[config.mk]
export PLATFORM = sky130hd
export DESIGN_NAME = mi4_div
export DESIGN_NICKNAME = d
export VERILOG_FILES = /design/src/rtl/core/matrix_inverse_4x4_assert.svh /design/src/rtl/core/mi4_pkg.sv /design/src/rtl/core/mi4_div.sv
export SDC_FILE = /design/constraint.sdc
export NUM_CORES = 2
export LEC_CHECK = 0
export BUFFER_PORTS_ARGS = -buffer_cell sky130_fd_sc_hd__buf_2
export CORE_ASPECT_RATIO = 0.7
export CORE_UTILIZATION = 47
export DETAILED_ROUTE_END_ITERATION = 10
export PLACE_DENSITY_LB_ADDON = 0.1
export SYNTH_ARGS = -nofsm -noshare
export SYNTH_HDL_FRONTEND = slang
export SYNTH_SLANG_ARGS = --single-unit
[constraint.sdc]
create_clock -name clk -period 22 [get_ports clk]
set_input_delay 1.1 -clock clk [delete_from_list [all_inputs] [get_ports clk]]
set_output_delay 1.1 -clock clk [all_outputs]
set_load 0.03 [all_outputs]
[src/rtl/core/matrix_inverse_4x4_assert.svh]
// Assertion macros for the 4x4 matrix inverse block.
`ifndef MATRIX_INVERSE_4X4_ASSERT_SVH
`define MATRIX_INVERSE_4X4_ASSERT_SVH
`ifndef SYNTHESIS
`define MI4_ASSERT_IMP(lbl, ante, cons, msg) \
  lbl: assert property (@(posedge clk) disable iff (!rst_n) (ante) |-> (cons)) else $error(msg);
`define MI4_ASSERT_NXT(lbl, ante, cons, msg) \
  lbl: assert property (@(posedge clk) disable iff (!rst_n) (ante) |=> (cons)) else $error(msg);
`else
`define MI4_ASSERT_IMP(lbl, ante, cons, msg)
`define MI4_ASSERT_NXT(lbl, ante, cons, msg)
`endif
`endif

[src/rtl/core/mi4_pkg.sv]
// Types, constants and helper functions for the 4x4 matrix inverse block.
package mi4_pkg;

  localparam int FRAC_BITS = 16;
  localparam int ELEM_W    = 32;
  localparam int ACC_W     = 136;
  localparam int LIMB_W    = 32;
  localparam int NLIMB     = 5;
  localparam int PAD_W     = NLIMB * LIMB_W;
  localparam int SHIFT     = 2 * FRAC_BITS + 1;
  localparam int NUM_W     = ACC_W + SHIFT;
  localparam int CNT_W     = $clog2(NUM_W);
  localparam int PROD_W    = ELEM_W + ELEM_W + 1;

  typedef struct packed {
    logic signed [ELEM_W-1:0] elem_0;
    logic signed [ELEM_W-1:0] elem_1;
    logic signed [ELEM_W-1:0] elem_2;
    logic signed [ELEM_W-1:0] elem_3;
  } in_t;

  typedef struct packed {
    logic [1:0]               row_index;
    logic signed [ELEM_W-1:0] inv_0;
    logic signed [ELEM_W-1:0] inv_1;
    logic signed [ELEM_W-1:0] inv_2;
    logic signed [ELEM_W-1:0] inv_3;
    logic                     singular;
    logic                     saturated;
    logic                     last_row;
  } out_t;

  typedef enum logic [3:0] {
    ST_IDLE, ST_LA, ST_MAB, ST_TP, ST_TA, ST_ADJ_WR, ST_DP, ST_DA,
    ST_DCHK, ST_DIV_GO, ST_DIV_WAIT, ST_EMIT
  } state_t;

  typedef enum logic [1:0] {DV_IDLE, DV_RUN, DV_ROUND, DV_DONE} div_state_t;

  typedef struct packed {
    logic                    start;
    logic signed [ACC_W-1:0] num;
    logic signed [ACC_W-1:0] den;
  } div_req_t;

  typedef struct packed {
    logic              done;
    logic              sat;
    logic [ELEM_W-1:0] quo;
  } div_rsp_t;

  // element address of factor f of cofactor term for adjugate entry ent
  function automatic logic [3:0] term_addr(logic [3:0] ent, logic [2:0] term, logic [1:0] f);
    logic [1:0] k;
    logic [1:0] r;
    logic [1:0] c;
    unique case (term)
      3'd0: k = f;
      3'd1: k = (f == 2'd2) ? 2'd0 : f + 2'd1;
      3'd2: k = (f == 2'd0) ? 2'd2 : f - 2'd1;
      3'd3: k = 2'd2 - f;
      3'd4: k = (f == 2'd0) ? 2'd1 : ((f == 2'd1) ? 2'd0 : 2'd2);
      3'd5: k = (f == 2'd0) ? 2'd0 : ((f == 2'd1) ? 2'd2 : 2'd1);
      default: k = f;
    endcase
    r = f + {1'b0, (f >= ent[1:0])};
    c = k + {1'b0, (k >= ent[3:2])};
    return {r, c};
  endfunction

endpackage

[src/rtl/core/mi4_div.sv]
// Bit-serial restoring divider with rounding and saturation to 32 bits.
module mi4_div (
  input  logic              clk,
  input  logic              rst_n,
  input  mi4_pkg::div_req_t req,
  output mi4_pkg::div_rsp_t rsp
);
  import mi4_pkg::*;

  div_state_t            state_r, state_nxt;
  logic [CNT_W-1:0]      cnt_r;
  logic [NUM_W-1:0]      nm_r;
  logic [NUM_W-1:0]      q_r;
  logic [ACC_W-1:0]      rem_r;
  logic [ACC_W-1:0]      d_r;
  logic                  neg_r;
  logic                  sat_r;
  logic [ELEM_W-1:0]     quo_r;

  logic [ACC_W-1:0]      num_abs;
  logic [ACC_W-1:0]      den_abs;
  logic [ACC_W:0]        remsh;
  logic [ACC_W+1:0]      diff;
  logic                  ge;
  logic [NUM_W:0]        qinc;
  logic [NUM_W-1:0]      qr;
  logic                  sat;
  logic [ELEM_W-1:0]     quo;

  always_comb begin
    num_abs = req.num[ACC_W-1] ? ACC_W'(-req.num) : ACC_W'(req.num);
    den_abs = req.den[ACC_W-1] ? ACC_W'(-req.den) : ACC_W'(req.den);
    remsh   = {rem_r, nm_r[NUM_W-1]};
    diff    = {1'b0, remsh} - {2'b00, d_r};
    ge      = !diff[ACC_W+1];
    qinc    = {1'b0, q_r} + (NUM_W+1)'(1);
    qr      = qinc[NUM_W:1];
    if (neg_r) begin
      sat = (qr[NUM_W-1:32] != '0) || (qr[31] && (qr[30:0] != '0));
    end else begin
      sat = (qr[NUM_W-1:31] != '0);
    end
    if (sat) begin
      quo = neg_r ? 32'h8000_0000 : 32'h7FFF_FFFF;
    end else begin
      quo = neg_r ? (32'd0 - qr[31:0]) : qr[31:0];
    end
  end

  always_comb begin
    state_nxt = state_r;
    unique case (state_r)
      DV_IDLE:  if (req.start) state_nxt = DV_RUN;
      DV_RUN:   if (cnt_r == '0) state_nxt = DV_ROUND;
      DV_ROUND: state_nxt = DV_DONE;
      DV_DONE:  state_nxt = DV_IDLE;
      default:  state_nxt = DV_IDLE;
    endcase
  end

  always_comb begin
    rsp.done = (state_r == DV_DONE);
    rsp.sat  = sat_r;
    rsp.quo  = quo_r;
  end

  always_ff @(posedge clk) begin
    if (!rst_n) begin
      state_r <= DV_IDLE;
    end else begin
      state_r <= state_nxt;
    end
  end

  always_ff @(posedge clk) begin
    unique case (state_r)
      DV_IDLE: begin
        nm_r  <= {num_abs, SHIFT'(0)};
        d_r   <= den_abs;
        neg_r <= req.num[ACC_W-1] ^ req.den[ACC_W-1];
        rem_r <= '0;
        q_r   <= '0;
        cnt_r <= CNT_W'(NUM_W - 1);
      end
      DV_RUN: begin
        rem_r <= ge ? diff[ACC_W-1:0] : remsh[ACC_W-1:0];
        q_r   <= {q_r[NUM_W-2:0], ge};
        nm_r  <= {nm_r[NUM_W-2:0], 1'b0};
        cnt_r <= cnt_r - CNT_W'(1);
      end
      DV_ROUND: begin
        sat_r <= sat;
        quo_r <= quo;
      end
      default: begin
      end
    endcase
  end

endmodule

---- Word level (Yosys, flattened, before mapping) ----
Index checks and enable logic that the tools add are counted.
storage, ports and cells
  register bits ........................... 654
  input port bits ......................... 275
  output and inout port bits .............. 34
operators by class
  add/subtract/negate cells ............... 6
  equality and inequality tests ........... 5
  multiplexer cells ....................... 14
  bitwise operators ....................... 1
  reductions and logical operators ........ 10
operators by type and width
  kind                       count
  $pmux W169 S2              2
  $mux W136                  2
  $neg A136 Y136             2
  $pmux W136 S2              1
  $add A169 B1 Y170 const B  1
  $reduce_bool A138 Y1       1
  $sub A137 B136 Y138        1
  $reduce_bool A137 Y1       1
  $mux W135                  1
  $mux W32                   3
  $sub A1 B32 Y32 const A    1
  $reduce_bool A31 Y1        1
  $pmux W8 S2                1
  $logic_not A8 Y1           1
  $pmux W2 S4                1
  $sub A8 B1 Y8 const B      1
  $eq A2 B2 Y1 const B       2
  $mux W2                    2
  $ne A2 B2 Y1 const B       2
  $eq A2 B1 Y1 const B       1
  $logic_not A2 Y1           1
  $reduce_and A2 Y1          1
  $reduce_bool A2 Y1         1
  $logic_and A1 B1 Y1        1
  other kinds (4)            4

---- Longest topological paths before layout ----
  depth in word-level cells ............... 6
  mapped depth ............................ 20
  mapped depth without buffers ............ 17

---- Worst setup path after synthesis ----
No wires, ideal clock.
  kind .................................... register to register
  from .................................... register state_r[0]
  to ...................................... register cnt_r[0] (enable)
  arrival time ............................ 9.282 ns
  data required time ...................... 21.371 ns
  slack ................................... 12.090 ns
  stages on the path, launching flop included .. 4
  buffers on the path ..................... 0
  clock period less this slack ............ 9.910 ns
  cell sequence ........................... dfxtp_1 -> inv_1 -> ha_1 -> or2_2
between the ends
  longest elaborated chain between the ends .. 2
  elaborated cells between the ends (all ways) .. 3
  those cells by class .................... eq/ne: 1; reduce/logical: 2
ends and longest elaborated chain
  item                                                     line           RTL
  from (decl)                                              mi4_div.sv:10  div_state_t state_r, state_nxt;
  from (signal assigned)                                   mi4_div.sv:71  state_r <= state_nxt;
  $eq A2 B1 Y1 / $logic_not A2 Y1 (equally long branches)  mi4_div.sv:76  unique case (state_r)
  $reduce_bool A2 Y1 (no line) (*)                         --
  to (signal assigned)                                     mi4_div.sv:83  cnt_r <= CNT_W'(NUM_W - 1);
  to (signal assigned)                                     mi4_div.sv:89  cnt_r <= cnt_r - CNT_W'(1);
  to (decl)                                                mi4_div.sv:11  logic [CNT_W-1:0] cnt_r;
Every way passes the cells marked *; elsewhere a longest branch is shown, timed or not.
A chain may end at the register's enable or synchronous reset.

---- Worst setup path after layout ----
  from .................................... register q_r[14]
  to ...................................... register quo_r[1] (data pin)
between the ends
  longest elaborated chain between the ends .. 6
  elaborated cells between the ends (all ways) .. 8
  those cells by class .................... add/sub: 1; mux: 2; reduce/logical: 5
ends and longest elaborated chain
  item                                                                          line           RTL
  from (decl)                                                                   mi4_div.sv:13  logic [NUM_W-1:0] q_r;
  from (signal assigned)                                                        mi4_div.sv:87  q_r <= {q_r[NUM_W-2:0], ge};
  $add A169 B1 Y170 (*)                                                         mi4_div.sv:36  qinc = {1'b0, q_r} + (NUM_W+1)'(1);
  parallel branches: the longest is 3 deep, another holds $reduce_bool A137 Y1  --
  $mux W1 (*)                                                                   mi4_div.sv:38  if (neg_r) begin
  $mux W32 (*)                                                                  mi4_div.sv:43  if (sat) begin
  net quo[1]                                                                    mi4_div.sv:28  logic [ELEM_W-1:0] quo;
  to (signal assigned)                                                          mi4_div.sv:93  quo_r <= quo;
  to (decl)                                                                     mi4_div.sv:18  logic [ELEM_W-1:0] quo_r;
Mark *: on every way through the listed nets, which the timed path passes.

==> impl_metrics.prom <==
# TYPE chip_impl_metric gauge
chip_impl_info{name="run_status",value="finished, final reports clean"} 1
chip_impl_metric{name="synth.distinct_cells",unit=""} 83
chip_impl_metric{name="clock.fmax",unit="MHz"} 142
chip_impl_metric{name="syn-num-nets",unit=""} 5384
chip_impl_metric{name="floorplan.die_area",unit="um2"} 96700
chip_impl_metric{name="post_cts.repair.setup_buffers",unit=""} 0
chip_impl_metric{name="tightestPinTransition",unit="ns"} 1.43
chip_impl_metric{name="cp_data_required_time",unit="ns"} 22.40
chip_impl_metric{name="layout_worst_path_cycle_share",unit="%"} 32.1
chip_impl_metric{name="antenna_left",unit=""} 0
chip_impl_metric{name="core_area",unit="um2"} 94200
chip_impl_metric{name="finalHoldViolCount",unit=""} 0
chip_impl_metric{name="synth-async-reset-ratio",unit="%"} 0
chip_impl_metric{name="clk_pin_slew",unit="ns"} 0.07
chip_impl_metric{name="cts_stage_hold_buffer_count",unit=""} 0
chip_impl_info{name="yosys_most_used_dff",value="sky130_fd_sc_hd__edfxtp_1"} 1
chip_impl_metric{name="via_count_of_the_first_global_routing_pass",unit=""} 35500
chip_impl_info{name="crit_path_end_kind",value="register"} 1
chip_impl_metric{name="synthesized_instance_count",unit=""} 4962
chip_impl_metric{name="maxSlewViolCount",unit=""} 0
chip_impl_metric{name="post_synth_instance_area",unit="um2"} 44900
chip_impl_metric{name="syn_avg_cell_area",unit="um2"} 9.04
chip_impl_metric{name="worst-r2r-cell-count",unit=""} 14
chip_impl_metric{name="finalInstanceArea",unit="um2"} 49800
chip_impl_metric{name="drt-pass1-iter-count",unit=""} 8
chip_impl_metric{name="grt_start_max_net_pins",unit=""} 172
chip_impl_metric{name="synth.ff_latch_count",unit=""} 621
chip_impl_metric{name="detailroute.via_count",unit=""} 39600
chip_impl_metric{name="ctsHtreeMaxLevel",unit=""} 3
chip_impl_metric{name="multi_input_comb_area",unit="um2"} 24500
chip_impl_metric{name="slew-limit-headroom",unit="%"} 3.89
chip_impl_metric{name="fp.dieH",unit="um"} 260
chip_impl_info{name="crit-reg2reg-launch",value="q_r[14]"} 1
chip_impl_metric{name="wirelength",unit="um"} 146000
chip_impl_metric{name="finalNonFillerCells",unit=""} 6435
chip_impl_info{name="cp_common_cell",value="sky130_fd_sc_hd__nor3_1"} 1
chip_impl_metric{name="post-place-cells",unit=""} 6290
chip_impl_info{name="crit_type",value="register to register"} 1
chip_impl_metric{name="placed_area",unit="um2"} 47300
chip_impl_metric{name="wire_per_inst",unit="um"} 22.6
chip_impl_metric{name="clock_path_buffers",unit=""} 3
chip_impl_metric{name="worst_ep_arrival_time",unit="ns"} 7.46
chip_impl_metric{name="grt-ovfl-total",unit=""} 0
chip_impl_metric{name="floorplan.io_pins",unit=""} 309
chip_impl_metric{name="fin_nets",unit=""} 5536
chip_impl_metric{name="cts_inserted_buffers",unit=""} 70
chip_impl_info{name="rsz_0062_raised_after_global_routing",value="no"} 1
chip_impl_metric{name="register_to_register_setup_slack",unit="ns"} 14.94
chip_impl_metric{name="hold-worst-slack",unit="ns"} 0.517
chip_impl_metric{name="layout-drive-gt1-share",unit="%"} 10.8
chip_impl_info{name="post-synth-top-count-cell",value="sky130_fd_sc_hd__edfxtp_1"} 1
chip_impl_metric{name="route.detailed.vias_per_inst",unit=""} 6.15
chip_impl_metric{name="power_density",unit="nW/um2"} 148
chip_impl_info{name="crit_path_top_delay_cell",value="sky130_fd_sc_hd__or4_1"} 1
chip_impl_metric{name="cp_slowest_stage_delay",unit="ns"} 0.81
chip_impl_metric{name="filler_cell_count",unit=""} 8801
chip_impl_metric{name="yosysWarningCount",unit=""} 0
chip_impl_metric{name="area_occupied_by_registers",unit="um2"} 18600
chip_impl_metric{name="finalWorstPathRequiredPeriod",unit="ns"} 7.06
chip_impl_metric{name="dp.final_hpwl",unit="um"} 107000
chip_impl_metric{name="die_width",unit="um"} 371
chip_impl_metric{name="first_pass_grt_wire_length",unit="um"} 219000
chip_impl_metric{name="cts_resized",unit=""} 0
chip_impl_metric{name="drv_cap",unit=""} 0
chip_impl_info{name="rr_endpoint",value="quo_r[1]"} 1
chip_impl_metric{name="setup_tns",unit="ns"} 0
chip_impl_metric{name="first_iter_violations",unit=""} 4613
chip_impl_info{name="crit_path_start_kind",value="register"} 1
chip_impl_metric{name="finClkSkew",unit="ns"} 0.0372
chip_impl_metric{name="total_routing_usage_gr",unit="%"} 29.3
chip_impl_info{name="cell_types_occupying_the_most_area_after_synthesis",value="sky130_fd_sc_hd__edfxtp_1 41%, sky130_fd_sc_hd__xnor2_1 6.4%, sky130_fd_sc_hd__o21ai_0 4.8%"} 1
chip_impl_metric{name="numClockSinks",unit=""} 621
chip_impl_metric{name="vdd.ir_drop.worst",unit="uV"} 136
chip_impl_metric{name="min_delay_path_depth",unit=""} 2
chip_impl_metric{name="flow.area_growth_from_synthesis",unit="%"} 11.1
chip_impl_metric{name="final_setup_violations",unit=""} 0
chip_impl_metric{name="antenna_found_initial",unit=""} 19
chip_impl_info{name="tritoncts",value="yes"} 1
chip_impl_metric{name="worstSkewPairLatency",unit="ns"} 0.68
chip_impl_metric{name="start_util",unit="%"} 47.6
chip_impl_metric{name="worst-path-max-fanout",unit=""} 14
chip_impl_info{name="holdCritPathClass",value="register to register"} 1
chip_impl_info{name="clock_tree.root_cell",value="sky130_fd_sc_hd__clkbuf_16"} 1
chip_impl_metric{name="gp_congestion",unit=""} 1.00
chip_impl_metric{name="count_of_flip_flops_with_a_built_in_enable_after_synthesis",unit=""} 619
chip_impl_metric{name="synth-seq-area-share",unit="%"} 41.5
chip_impl_info{name="critical_path.cell_chain",value="nand3_1 > nor3_1 > nand4_1 > or4_1 > nor4_1 > nand3_1 > nor4_1 > mux2i_1 > nor3_1 > nand4_1 > nor3_1 > and2_0 > a21oi_1 > a31o_2"} 1
chip_impl_info{name="end_point_of_the_most_critical_hold_path",value="nm_r[100]"} 1
chip_impl_info{name="hold_start",value="nm_r[99]"} 1
chip_impl_metric{name="postLayoutCoreUtil",unit="%"} 52.9
chip_impl_metric{name="drt_drc_violations_left",unit=""} 0
chip_impl_info{name="synthTopCellsByCount",value="619 x sky130_fd_sc_hd__edfxtp_1, 473 x sky130_fd_sc_hd__nand2_1, 427 x sky130_fd_sc_hd__o21ai_0, 351 x sky130_fd_sc_hd__a21oi_1, 329 x sky130_fd_sc_hd__xnor2_1"} 1
chip_impl_metric{name="synth_top_cell_area_share",unit="%"} 41.4
chip_impl_metric{name="p_leak",unit="uW"} 0.0188
chip_impl_info{name="dominant_cell_type_by_area_after_synthesis",value="sky130_fd_sc_hd__edfxtp_1"} 1
chip_impl_metric{name="core.rowCount",unit=""} 94
chip_impl_metric{name="i_o_buffers",unit=""} 308
[metal layers]
layer	global-route usage, %	vias up	part of all wire, %
met2	37.8	1683	39
met3	8.25	161	11
met4	6.36	16	1.9
met5	0	-	0.071
li1	-	18600	-
met1	47.0	19100	49
[flip-flops by register name, indices dropped and copies added, names as in the netlist]
name and flops:
cnt_r 8, d_r 136, neg_r 1, nm_r 136, q_r 169, quo_r 32
rem_r 136, sat_r 1, state_r 2
[through the flow]
step / power, uW / setup slack, ns
floorplan: 5040 / 12.09
global placement: 6020 / 15.27
detailed placement: 6030 / 15.17
CTS: 7340 / 15.15
global route: 7850 / 14.51
finish: 7380 / 14.94
[placed cells by master (no fill, tap or decap), drive strengths merged, types with 111 or more instances in the layout]
cell type	netlist	final
nand2	473	473
xnor2	329	329
a21o	111	111
inv	223	228
nand4	144	144
and2	178	178
a21oi	351	351
nor2	246	246
xor2	207	207
nand3	264	264
buf	17	341
edfxtp	619	619
nor3	140	140
ha	146	146
o21ai	428	428
[critical path, delay by kind of cell (launching register included)]
kind	cells	cell delay (ns)
AND/OR/NAND/NOR	11	5.72
multiplexers	1	0.17
flip-flops	1	0.52
AO/OA/AOI/OAI	2	0.38
[worst max-delay path by stage]
stage                           from  endpoint  slack (ns)
after CTS                    q_r[14]  quo_r[1]       15.15
after detailed placement     q_r[14]  quo_r[1]       15.17
after floorplan           state_r[0]  cnt_r[0]       12.09
final                        q_r[14]  quo_r[1]       14.94
after global routing         q_r[14]  quo_r[1]       14.51
after global placement       q_r[14]  quo_r[1]       15.27
[cell families (layout without fill, tap and decap cells)]
family	Yosys count	in the layout	share of synthesized area, %
other	0	17	0
buffers and inverters	484	692	4.06
adders and majority gates	147	147	4.12
DFF	621	621	41.5
muxes	40	40	0.973
xor gates and xnor gates	536	536	10.5
and+or+nand+nor	1895	1895	22.0
AOI/OAI and AO/OA	1239	1239	16.8
[report_power, final]
part | total, uW | internal [uW] | switching, uW
sequential | 2450 | 2090 | 356
combinational | 3660 | 1240 | 2420
clock | 1280 | 746 | 533
[area by class of cell]
class | count | area share (%)
antenna | 17 | 0.0854
multi-input combinational | 3857 | 49.1
timing repair buffer | 341 | 3.65
clock inverter | 52 | 1.35
sequential | 621 | 37.4
clock buffer | 76 | 3.56
inverter | 223 | 1.69
tap | 1248 | 3.13
(Power assumes the default switching activity.)
